## src/hw/rtl/bmap_pkg.sv

```systemverilog
// Shared types and constants for the bitmap allocator with first-clear search.
// Used by bmap_store, bmap_scan and bitmap_allocator_find_first_clear_top.
package bmap_pkg;

  localparam int NUM_BITS = 1024;
  localparam int IDX_W    = 10;                 // bit_index and result index width
  localparam int SIZE_W   = 11;                 // size_in_use register width
  localparam int WORD_W   = 32;                 // bits per store word
  localparam int BIT_W    = $clog2(WORD_W);     // bit position within a word
  localparam int NUM_WORDS = NUM_BITS / WORD_W;
  localparam int WADDR_W  = $clog2(NUM_WORDS);

  localparam int IN_FIELDS_W  = 2 + IDX_W;
  localparam int IN_TDATA_W   = ((IN_FIELDS_W + 7) / 8) * 8;
  localparam int OUT_FIELDS_W = 2 + 1 + IDX_W;
  localparam int OUT_TDATA_W  = ((OUT_FIELDS_W + 7) / 8) * 8;

  localparam int PADDR_W = 3;

  localparam logic [SIZE_W-1:0] SIZE_RESET = SIZE_W'(1024);
  localparam logic [SIZE_W-1:0] SIZE_MAX   = SIZE_W'(NUM_BITS);

  // Operation codes.
  localparam logic [1:0] MODE_SET   = 2'd0;
  localparam logic [1:0] MODE_CLEAR = 2'd1;
  localparam logic [1:0] MODE_READ  = 2'd2;
  localparam logic [1:0] MODE_FIND  = 2'd3;

  // Result status codes.
  localparam logic [1:0] ST_OK        = 2'd0;
  localparam logic [1:0] ST_BAD_INDEX = 2'd1;
  localparam logic [1:0] ST_NO_SPACE  = 2'd2;

  // Register index decoded from paddr.
  localparam logic REG_SIZE_IN_USE = 1'b0;

  typedef struct packed {
    logic               rd_en;
    logic [WADDR_W-1:0] rd_addr;
    logic               wr_en;
    logic [WADDR_W-1:0] wr_addr;
    logic [WORD_W-1:0]  wr_data;
  } store_req_t;

  typedef struct packed {
    logic [WORD_W-1:0] word;      // stored bits, one set bit per allocated entry
    logic [BIT_W-1:0]  start;     // lowest position searched
    logic              is_last;   // word holds the last bit in use
    logic [BIT_W-1:0]  lim;       // highest position in use when is_last
  } scan_req_t;

  typedef struct packed {
    logic             hit;
    logic [BIT_W-1:0] pos;
  } scan_res_t;

endpackage

```

## src/hw/rtl/bmap_store.sv

```systemverilog
// Word-organized bitmap store with registered read and per-word valid bits.
// Depends on bmap_pkg; a word that was never written reads as all zeros.
module bmap_store (
  input  logic                        clk,
  input  logic                        rst,
  input  bmap_pkg::store_req_t        req,
  output logic [bmap_pkg::WORD_W-1:0] rd_word
);
  import bmap_pkg::*;

  logic [WORD_W-1:0]    mem [NUM_WORDS];
  logic [NUM_WORDS-1:0] valid;
  logic [WORD_W-1:0]    rd_data;
  logic                 rd_ok;

  always_ff @(posedge clk) begin
    if (req.wr_en) begin
      mem[req.wr_addr] <= req.wr_data;
    end
    if (req.rd_en) begin
      rd_data <= mem[req.rd_addr];
    end
  end

  // Valid bits stand in for clearing the whole store at reset.
  always_ff @(posedge clk) begin
    if (rst) begin
      valid <= '0;
      rd_ok <= 1'b0;
    end else begin
      if (req.wr_en) begin
        valid[req.wr_addr] <= 1'b1;
      end
      if (req.rd_en) begin
        rd_ok <= valid[req.rd_addr];
      end
    end
  end

  assign rd_word = rd_ok ? rd_data : '0;

endmodule

```

## src/hw/rtl/bmap_scan.sv

```systemverilog
// Find-first-clear unit over one store word, shared by every search step.
// Depends on bmap_pkg for the request and result structs.
module bmap_scan (
  input  bmap_pkg::scan_req_t req,
  output bmap_pkg::scan_res_t res
);
  import bmap_pkg::*;

  logic [WORD_W-1:0] cand;

  always_comb begin
    for (int i = 0; i < WORD_W; i++) begin
      cand[i] = !req.word[i] && (BIT_W'(i) >= req.start) &&
                (!req.is_last || (BIT_W'(i) <= req.lim));
    end
  end

  // Walk from the top so the lowest candidate wins.
  always_comb begin
    res.hit = |cand;
    res.pos = '0;
    for (int i = WORD_W - 1; i >= 0; i--) begin
      if (cand[i]) begin
        res.pos = BIT_W'(i);
      end
    end
  end

endmodule

```

## src/hw/rtl/bitmap_allocator_find_first_clear_top.sv

```systemverilog
// Top level of the bitmap allocator: APB register, stream ports and sequencer.
// Depends on bmap_pkg, bmap_store and bmap_scan.
//
//   port group   dir  width  beat contents
//   s_*          in   16     mode, bit_index
//   m_*          out  16     status, bit_value, first_free
//   APB          in   32     size_in_use at address 0
//
// An index out of range goes straight from S_IDLE to S_DONE; set, clear and read
// pass through S_RD and S_EVAL first. A search repeats S_RD (one read) and S_EVAL
// (one scan) for each store word visited, bounded by the word count of the size in
// use. Reset is synchronous; the store reads as all zeros after reset with no
// clearing pass. A beat held by m_tready low stops the next result in S_DONE, and
// s_tready stays low while that result waits there.
module bitmap_allocator_find_first_clear_top (
  input  logic                              clk,
  input  logic                              rst,
  input  logic                              psel,
  input  logic                              penable,
  input  logic                              pwrite,
  input  logic [bmap_pkg::PADDR_W-1:0]      paddr,
  input  logic [31:0]                       pwdata,
  output logic [31:0]                       prdata,
  output logic                              pready,
  input  logic                              s_tvalid,
  output logic                              s_tready,
  input  logic [bmap_pkg::IN_TDATA_W-1:0]   s_tdata,   // mode[1:0], bit_index[11:2]
  output logic                              m_tvalid,
  input  logic                              m_tready,
  output logic [bmap_pkg::OUT_TDATA_W-1:0]  m_tdata    // status[1:0], bit_value[2],
                                                       // first_free[12:3]
);
  import bmap_pkg::*;

  typedef enum logic [1:0] {S_IDLE, S_RD, S_EVAL, S_DONE} state_t;

  state_t             state;
  logic [SIZE_W-1:0]  size_in_use;
  logic [1:0]         op;
  logic [IDX_W-1:0]   idx;
  logic [WADDR_W-1:0] cur_word;
  logic [1:0]         res_status;
  logic               res_value;
  logic [IDX_W-1:0]   res_found;
  logic [1:0]         out_status;
  logic               out_value;
  logic [IDX_W-1:0]   out_found;

  logic [SIZE_W-1:0]  live_size;
  logic [SIZE_W-1:0]  last_pos;
  logic [WADDR_W-1:0] last_word;
  logic [1:0]         in_mode;
  logic [IDX_W-1:0]   in_idx;
  logic               in_bad;
  logic               cfg_wr;
  logic [WORD_W-1:0]  rd_word;
  store_req_t         store_req;
  scan_req_t          scan_req;
  scan_res_t          scan_res;

  // Configuration port.
  assign pready = 1'b1;
  assign cfg_wr = psel && penable && pwrite && pready;

  always_ff @(posedge clk) begin
    if (rst) begin
      size_in_use <= SIZE_RESET;
    end else if (cfg_wr && (paddr[2] == REG_SIZE_IN_USE)) begin
      size_in_use <= pwdata[SIZE_W-1:0];
    end
  end

  assign prdata = (paddr[2] == REG_SIZE_IN_USE) ? {{(32 - SIZE_W){1'b0}}, size_in_use} : '0;

  assign live_size = (size_in_use > SIZE_MAX) ? SIZE_MAX : size_in_use;
  assign last_pos  = live_size - 1'b1;
  assign last_word = last_pos[IDX_W-1:BIT_W];

  assign in_mode  = s_tdata[1:0];
  assign in_idx   = s_tdata[IDX_W+1:2];
  assign in_bad   = {1'b0, in_idx} >= live_size;
  assign s_tready = (state == S_IDLE);

  // Store access and search unit.
  always_comb begin
    store_req.rd_en   = (state == S_RD);
    store_req.rd_addr = cur_word;
    store_req.wr_en   = (state == S_EVAL) && ((op == MODE_SET) || (op == MODE_CLEAR));
    store_req.wr_addr = cur_word;
    store_req.wr_data = rd_word;
    store_req.wr_data[idx[BIT_W-1:0]] = (op == MODE_SET);
  end

  bmap_store u_store (
    .clk     (clk),
    .rst     (rst),
    .req     (store_req),
    .rd_word (rd_word)
  );

  always_comb begin
    scan_req.word    = rd_word;
    scan_req.start   = (cur_word == idx[IDX_W-1:BIT_W]) ? idx[BIT_W-1:0] : '0;
    scan_req.is_last = (cur_word == last_word);
    scan_req.lim     = last_pos[BIT_W-1:0];
  end

  bmap_scan u_scan (
    .req (scan_req),
    .res (scan_res)
  );

  // Sequencer.
  always_ff @(posedge clk) begin
    if (rst) begin
      state    <= S_IDLE;
      m_tvalid <= 1'b0;
    end else begin
      // In S_DONE the result load below decides m_tvalid on its own.
      if (m_tvalid && m_tready && (state != S_DONE)) begin
        m_tvalid <= 1'b0;
      end
      case (state)
        S_IDLE: begin
          if (s_tvalid) begin
            op         <= in_mode;
            idx        <= in_idx;
            cur_word   <= in_idx[IDX_W-1:BIT_W];
            res_status <= in_bad ? ST_BAD_INDEX : ST_OK;
            res_value  <= 1'b0;
            res_found  <= '0;
            state      <= in_bad ? S_DONE : S_RD;
          end
        end
        S_RD: begin
          state <= S_EVAL;
        end
        S_EVAL: begin
          case (op)
            MODE_READ: begin
              res_value <= rd_word[idx[BIT_W-1:0]];
              state     <= S_DONE;
            end
            MODE_FIND: begin
              if (scan_res.hit) begin
                res_found <= {cur_word, scan_res.pos};
                state     <= S_DONE;
              end else if (scan_req.is_last) begin
                res_status <= ST_NO_SPACE;
                state      <= S_DONE;
              end else begin
                cur_word <= cur_word + 1'b1;
                state    <= S_RD;
              end
            end
            default: begin
              state <= S_DONE;
            end
          endcase
        end
        S_DONE: begin
          if (!m_tvalid || m_tready) begin
            out_status <= res_status;
            out_value  <= res_value;
            out_found  <= res_found;
            m_tvalid   <= 1'b1;
            state      <= S_IDLE;
          end
        end
        default: begin
          state <= S_IDLE;
        end
      endcase
    end
  end

  assign m_tdata = {{(OUT_TDATA_W - OUT_FIELDS_W){1'b0}}, out_found, out_value, out_status};

  // A failed request reports no bit value and no index.
  assert property (@(posedge clk) disable iff (rst)
    m_tvalid && (m_tdata[1:0] != ST_OK) |-> (m_tdata[IDX_W+2:3] == '0) && !m_tdata[2])
    else $error("failed result carries data");

  // The search never walks past the last word in use.
  assert property (@(posedge clk) disable iff (rst)
    (state == S_EVAL) && (op == MODE_FIND) |-> cur_word <= last_word)
    else $error("search beyond size in use");

  // An accepted beat either goes straight to the result or starts a store read.
  assert property (@(posedge clk) disable iff (rst)
    s_tvalid && s_tready |=> (state == S_RD) || (state == S_DONE))
    else $error("sequencer did not start on accepted beat");

  // A result loaded for a search found below the start index is impossible.
  assert property (@(posedge clk) disable iff (rst)
    (state == S_EVAL) && (op == MODE_FIND) && scan_res.hit |->
      {cur_word, scan_res.pos} >= idx)
    else $error("search hit below start index");

endmodule
```

## config.mk

```make
export PLATFORM = sky130hd
export DESIGN_NAME = bitmap_allocator_find_first_clear_top
export DESIGN_NICKNAME = d
export VERILOG_FILES = /design/src/hw/rtl/bmap_pkg.sv /design/src/hw/rtl/bmap_store.sv /design/src/hw/rtl/bmap_scan.sv /design/src/hw/rtl/bitmap_allocator_find_first_clear_top.sv
export SDC_FILE = /design/constraint.sdc
export NUM_CORES = 1
export LEC_CHECK = 0
export ABC_AREA = 1
export BUFFER_PORTS_ARGS = -buffer_cell sky130_fd_sc_hd__buf_2
export CAP_MARGIN = 10
export CORE_MARGIN = 10
export CORE_UTILIZATION = 32
export CTS_CLUSTER_SIZE = 20
export DETAILED_ROUTE_END_ITERATION = 8
export PLACE_DENSITY = 0.44
export SKIP_LAST_GASP = 1
export SYNTH_ARGS = -nofsm -noshare
export SYNTH_HDL_FRONTEND = slang
export SYNTH_HIERARCHICAL = 1
export SYNTH_SLANG_ARGS = --single-unit
```

## constraint.sdc

```tcl
create_clock -name clk -period 4.8 [get_ports clk]
set_input_delay 0.72 -clock clk [delete_from_list [all_inputs] [get_ports clk]]
set_output_delay 0.72 -clock clk [all_outputs]
set_load 0.05 [all_outputs]
```

==> flow_summary.toml <==
[sta]
post-route-period-util_pct = 90.2
hold_viol_final = 0
max_freq_mhz = 231
finalSetupTns_ns = 0
clock_skew_ns = 0.0449
max_slew.worst_pin.slew_ns = 1.06
setup_violations = 0
worst_slack_ns = 0.468
relSlewSlack_pct = 29.4
maxSlewViolCount = 0
post-route-min-period_ns = 4.33

[route]
drtPass1Iterations = 5
drt-initial-drc-count = 2443
wl_per_cell_um = 23.1
ant_nets = 0
drc = 0
viasPerCell = 4.96
vias = 32599
routed_wl_mm = 152

[outcome]
status = "completed"

[layout]
seq_area_sq_um = 33900
finalNonFillerCells = 6566
final_layout_size_suffix_gt1_share_pct = 12.6
areaGrowthSynthToFinish_pct = 15.4
fillCellCount = 14883
num-nets-final = 4502
multi_input_area_sq_um = 13100

[yosys]
synth.area.top_cells = "edfxtp_1 (68%), nand2_1 (8.1%), nor2_1 (4.2%), nand3_1 (2.8%), a21oi_1 (2.5%)"
synth-async-reset-ratio_pct = 0
synth_edf_count = 1099
syn_inst = 4323
syn_avg_cell_area_sq_um = 11.3
ys_types = 58
seq_area_frac_synth_pct = 69.7
synthesis.area_sq_um = 48700
yosys_warnings = 6
synth_top_cell_area_share_pct = 67.7
synth_seq_cells = 1146
yosysTopAreaCell = "edfxtp_1"
synth-main-ff-cell = "edfxtp_1"

[job]
maxCapViolations = 0

[critical_path]
critPathKind = "flip-flop to flip-flop"
cp.required_ns = 5.28
cp-end-kind = "flip-flop"
arrival_ns = 4.81
reg2reg_depth = 19
cp_max_fo = 9
critPathLaunchType = "flip-flop"

[clocking]
htree_num_levels = 4
tritoncts = "yes"
insertion_delay_ns = 0.79
cts-buffers-inserted = 133
cts_sinks = 1146
clkSlewWorstSetupHoldPaths_ns = 0.06
root_buffer = "clkbuf_16"
cts.path.max_buffers = 3

[placement]
gp_congestion = 0.842
dp_worst_setup_slack_ns = 0.285
dp.cells = 6325
io_buffers = 56
dpl.hpwl_mm = 88.3

[global_routing]
grt.overflow.total = 0
grt_pass1_wl_mm = 221
grt_start_max_net_pins = 164
antenna_found_initial = 3
grt_pass1_vias = 31491
grt_use_total_pct = 17.6

[die]
rows = 143
fp.dieW_um = 410
pin_count = 109
coreArea_sq_um = 152000
initial_utilization_pct = 32.1
die_h_um = 410
dieArea_sq_um = 168000

[pwr]
vdd.ir_drop.worst_uv = 341
powerDensity_nw_per_um2 = 448
p_leak_nw = 20.1

[hold_path]
hp-class = "primary input to flip-flop"
holdPathStages = 1
[where the power goes]
part           leakage [nW]  switching, mW  internal, mW
Combinational          7.67           3.07          1.03
Sequential             10.5         0.0790          11.4
Clock                  1.97           4.19          5.44
[final timing paths]
kind                                    from      endpoint  slack [ns]
worst min-delay path              s_tdata[0]         op[0]        0.12
worst max register to register   cur_word[4]   cur_word[1]        0.47
worst min register to register  res_found[6]  out_found[6]        0.42
worst max-delay path             cur_word[4]   cur_word[1]        0.47
[Yosys cell counts (3+ instances only)]
master    number
edfxtp_1    1099
a21oi_1      246
nor2_1       545
buf_2         73
clkbuf_1      99
clkinv_1       4
nand2_2        5
nand4_1        4
o221ai_1       3
inv_2         13
dfxtp_1       47
a31oi_1       24
buf_6         39
nand2_1     1048
nor3_1        30
o21ai_0      177
o31ai_1       96
o21ai_1       92
inv_1        139
o211ai_1      69
nand3_1      274
a22oi_1       14
buf_1         21
nor2_2        54
ha_1          12
buf_4         43
xor2_1         4
nor3_2         4
a221oi_1       3
o21bai_1       3
[timing repair]
action                     4_1_cts  5_1_grt
hold endpoints to repair         0        0
hold buffers                     0        0
setup endpoints to repair        0       20
resized for setup                0       17
buffers inserted                 0        1
[flip-flops by register name, summed over array words and instances, names as in the netlist]
name and count:
u_store/rd_data 32, u_store/rd_ok 1, u_store/mem 1024, m_tvalid 1, op 2, out_found 10, idx 10, res_found 10
out_value 1, state 2, out_status 2, size_in_use 11, u_store/valid 32, res_value 1, cur_word 5, res_status 2
[cell families (layout without fill, tap and decap cells)]
| group | Yosys count | count (layout) | synth area share [%] |
|---|---|---|---|
| compound gates | 748 | 748 | 8.89 |
| fa+ha+maj | 12 | 12 | 0.308 |
| xor+xnor | 4 | 4 | 0.0719 |
| buf+inv | 436 | 625 | 4.57 |
| simple gates | 1975 | 1975 | 16.5 |
| other cells | 2 | 26 | 0.0154 |
| flops | 1146 | 1146 | 69.7 |
[critical path, stage by stage, from the launching register on]
cell and delay, ns:
edfxtp_1 0.39, inv_1 0.18, o22ai_1 0.11, a221oi_1 0.24, o221ai_1 0.19, or3_4 0.41, nor2_1 0.22, buf_4 0.21
clkinv_1 0.22, nor2_1 0.33, a221o_1 0.22, nand2_1 0.07, nor3_1 0.37, nand2_1 0.09, nor2_1 0.15, nand2_1 0.09
nor2_1 0.14, nand2_1 0.09, a21oi_1 0.13, buf_4 0.17
[cell type report]
type,instances,share of cell area (%)
antenna,1,0.00445
clock buffer,182,6.37
clock inverter,56,0.855
inverter,157,1.10
multi-input combinational,2764,23.3
sequential,1146,60.4
tap,2030,4.52
timing repair buffer,230,3.44
[per-stage QoR]
step	area, sq um	utilization (%)	power, mW	hold slack, ns
finish	56200	37.1	25.2	0.122
global route	56200	37.1	26.3	0.0812
CTS	56100	37.0	25.5	0.0719
detailed placement	52100	34.4	15.8	0.411
global placement	52100	34.4	15.8	0.412
floorplan	48800	-	14.3	0.400
[layout by cell type, fill, tap and decap left out, types with 7 or more instances in the layout]
cell	Yosys	final
clkinv_1	4	25
clkbuf_1	99	43
dfxtp_1	47	46
a21oi_1	246	241
nor2_4	1	35
o21ai_0	177	168
o31ai_1	96	96
nor2_1	545	507
buf_12	1	26
conb_1	2	25
ha_1	12	12
a31oi_2	0	20
inv_2	13	14
edfxtp_1	1099	1099
nor2_2	54	58
nand2_2	5	8
nand2_1	1048	1045
buf_4	43	147
o21ai_1	92	93
a22oi_1	14	14
o211ai_1	69	69
buf_2	73	56
clkbuf_16	0	134
nand3_1	274	272
clkinv_2	0	15
inv_1	139	136
nor3_1	30	29
inv_16	0	7
[per-layer routing]
layer,vias up,share of wire (%),global-route usage (%)
met1,16338,47,24.5
met5,-,0,0
li1,15365,-,-
met3,198,4.5,2.81
met2,698,46,28.0
met4,0,2.6,5.21
(Power assumes the default switching activity.)
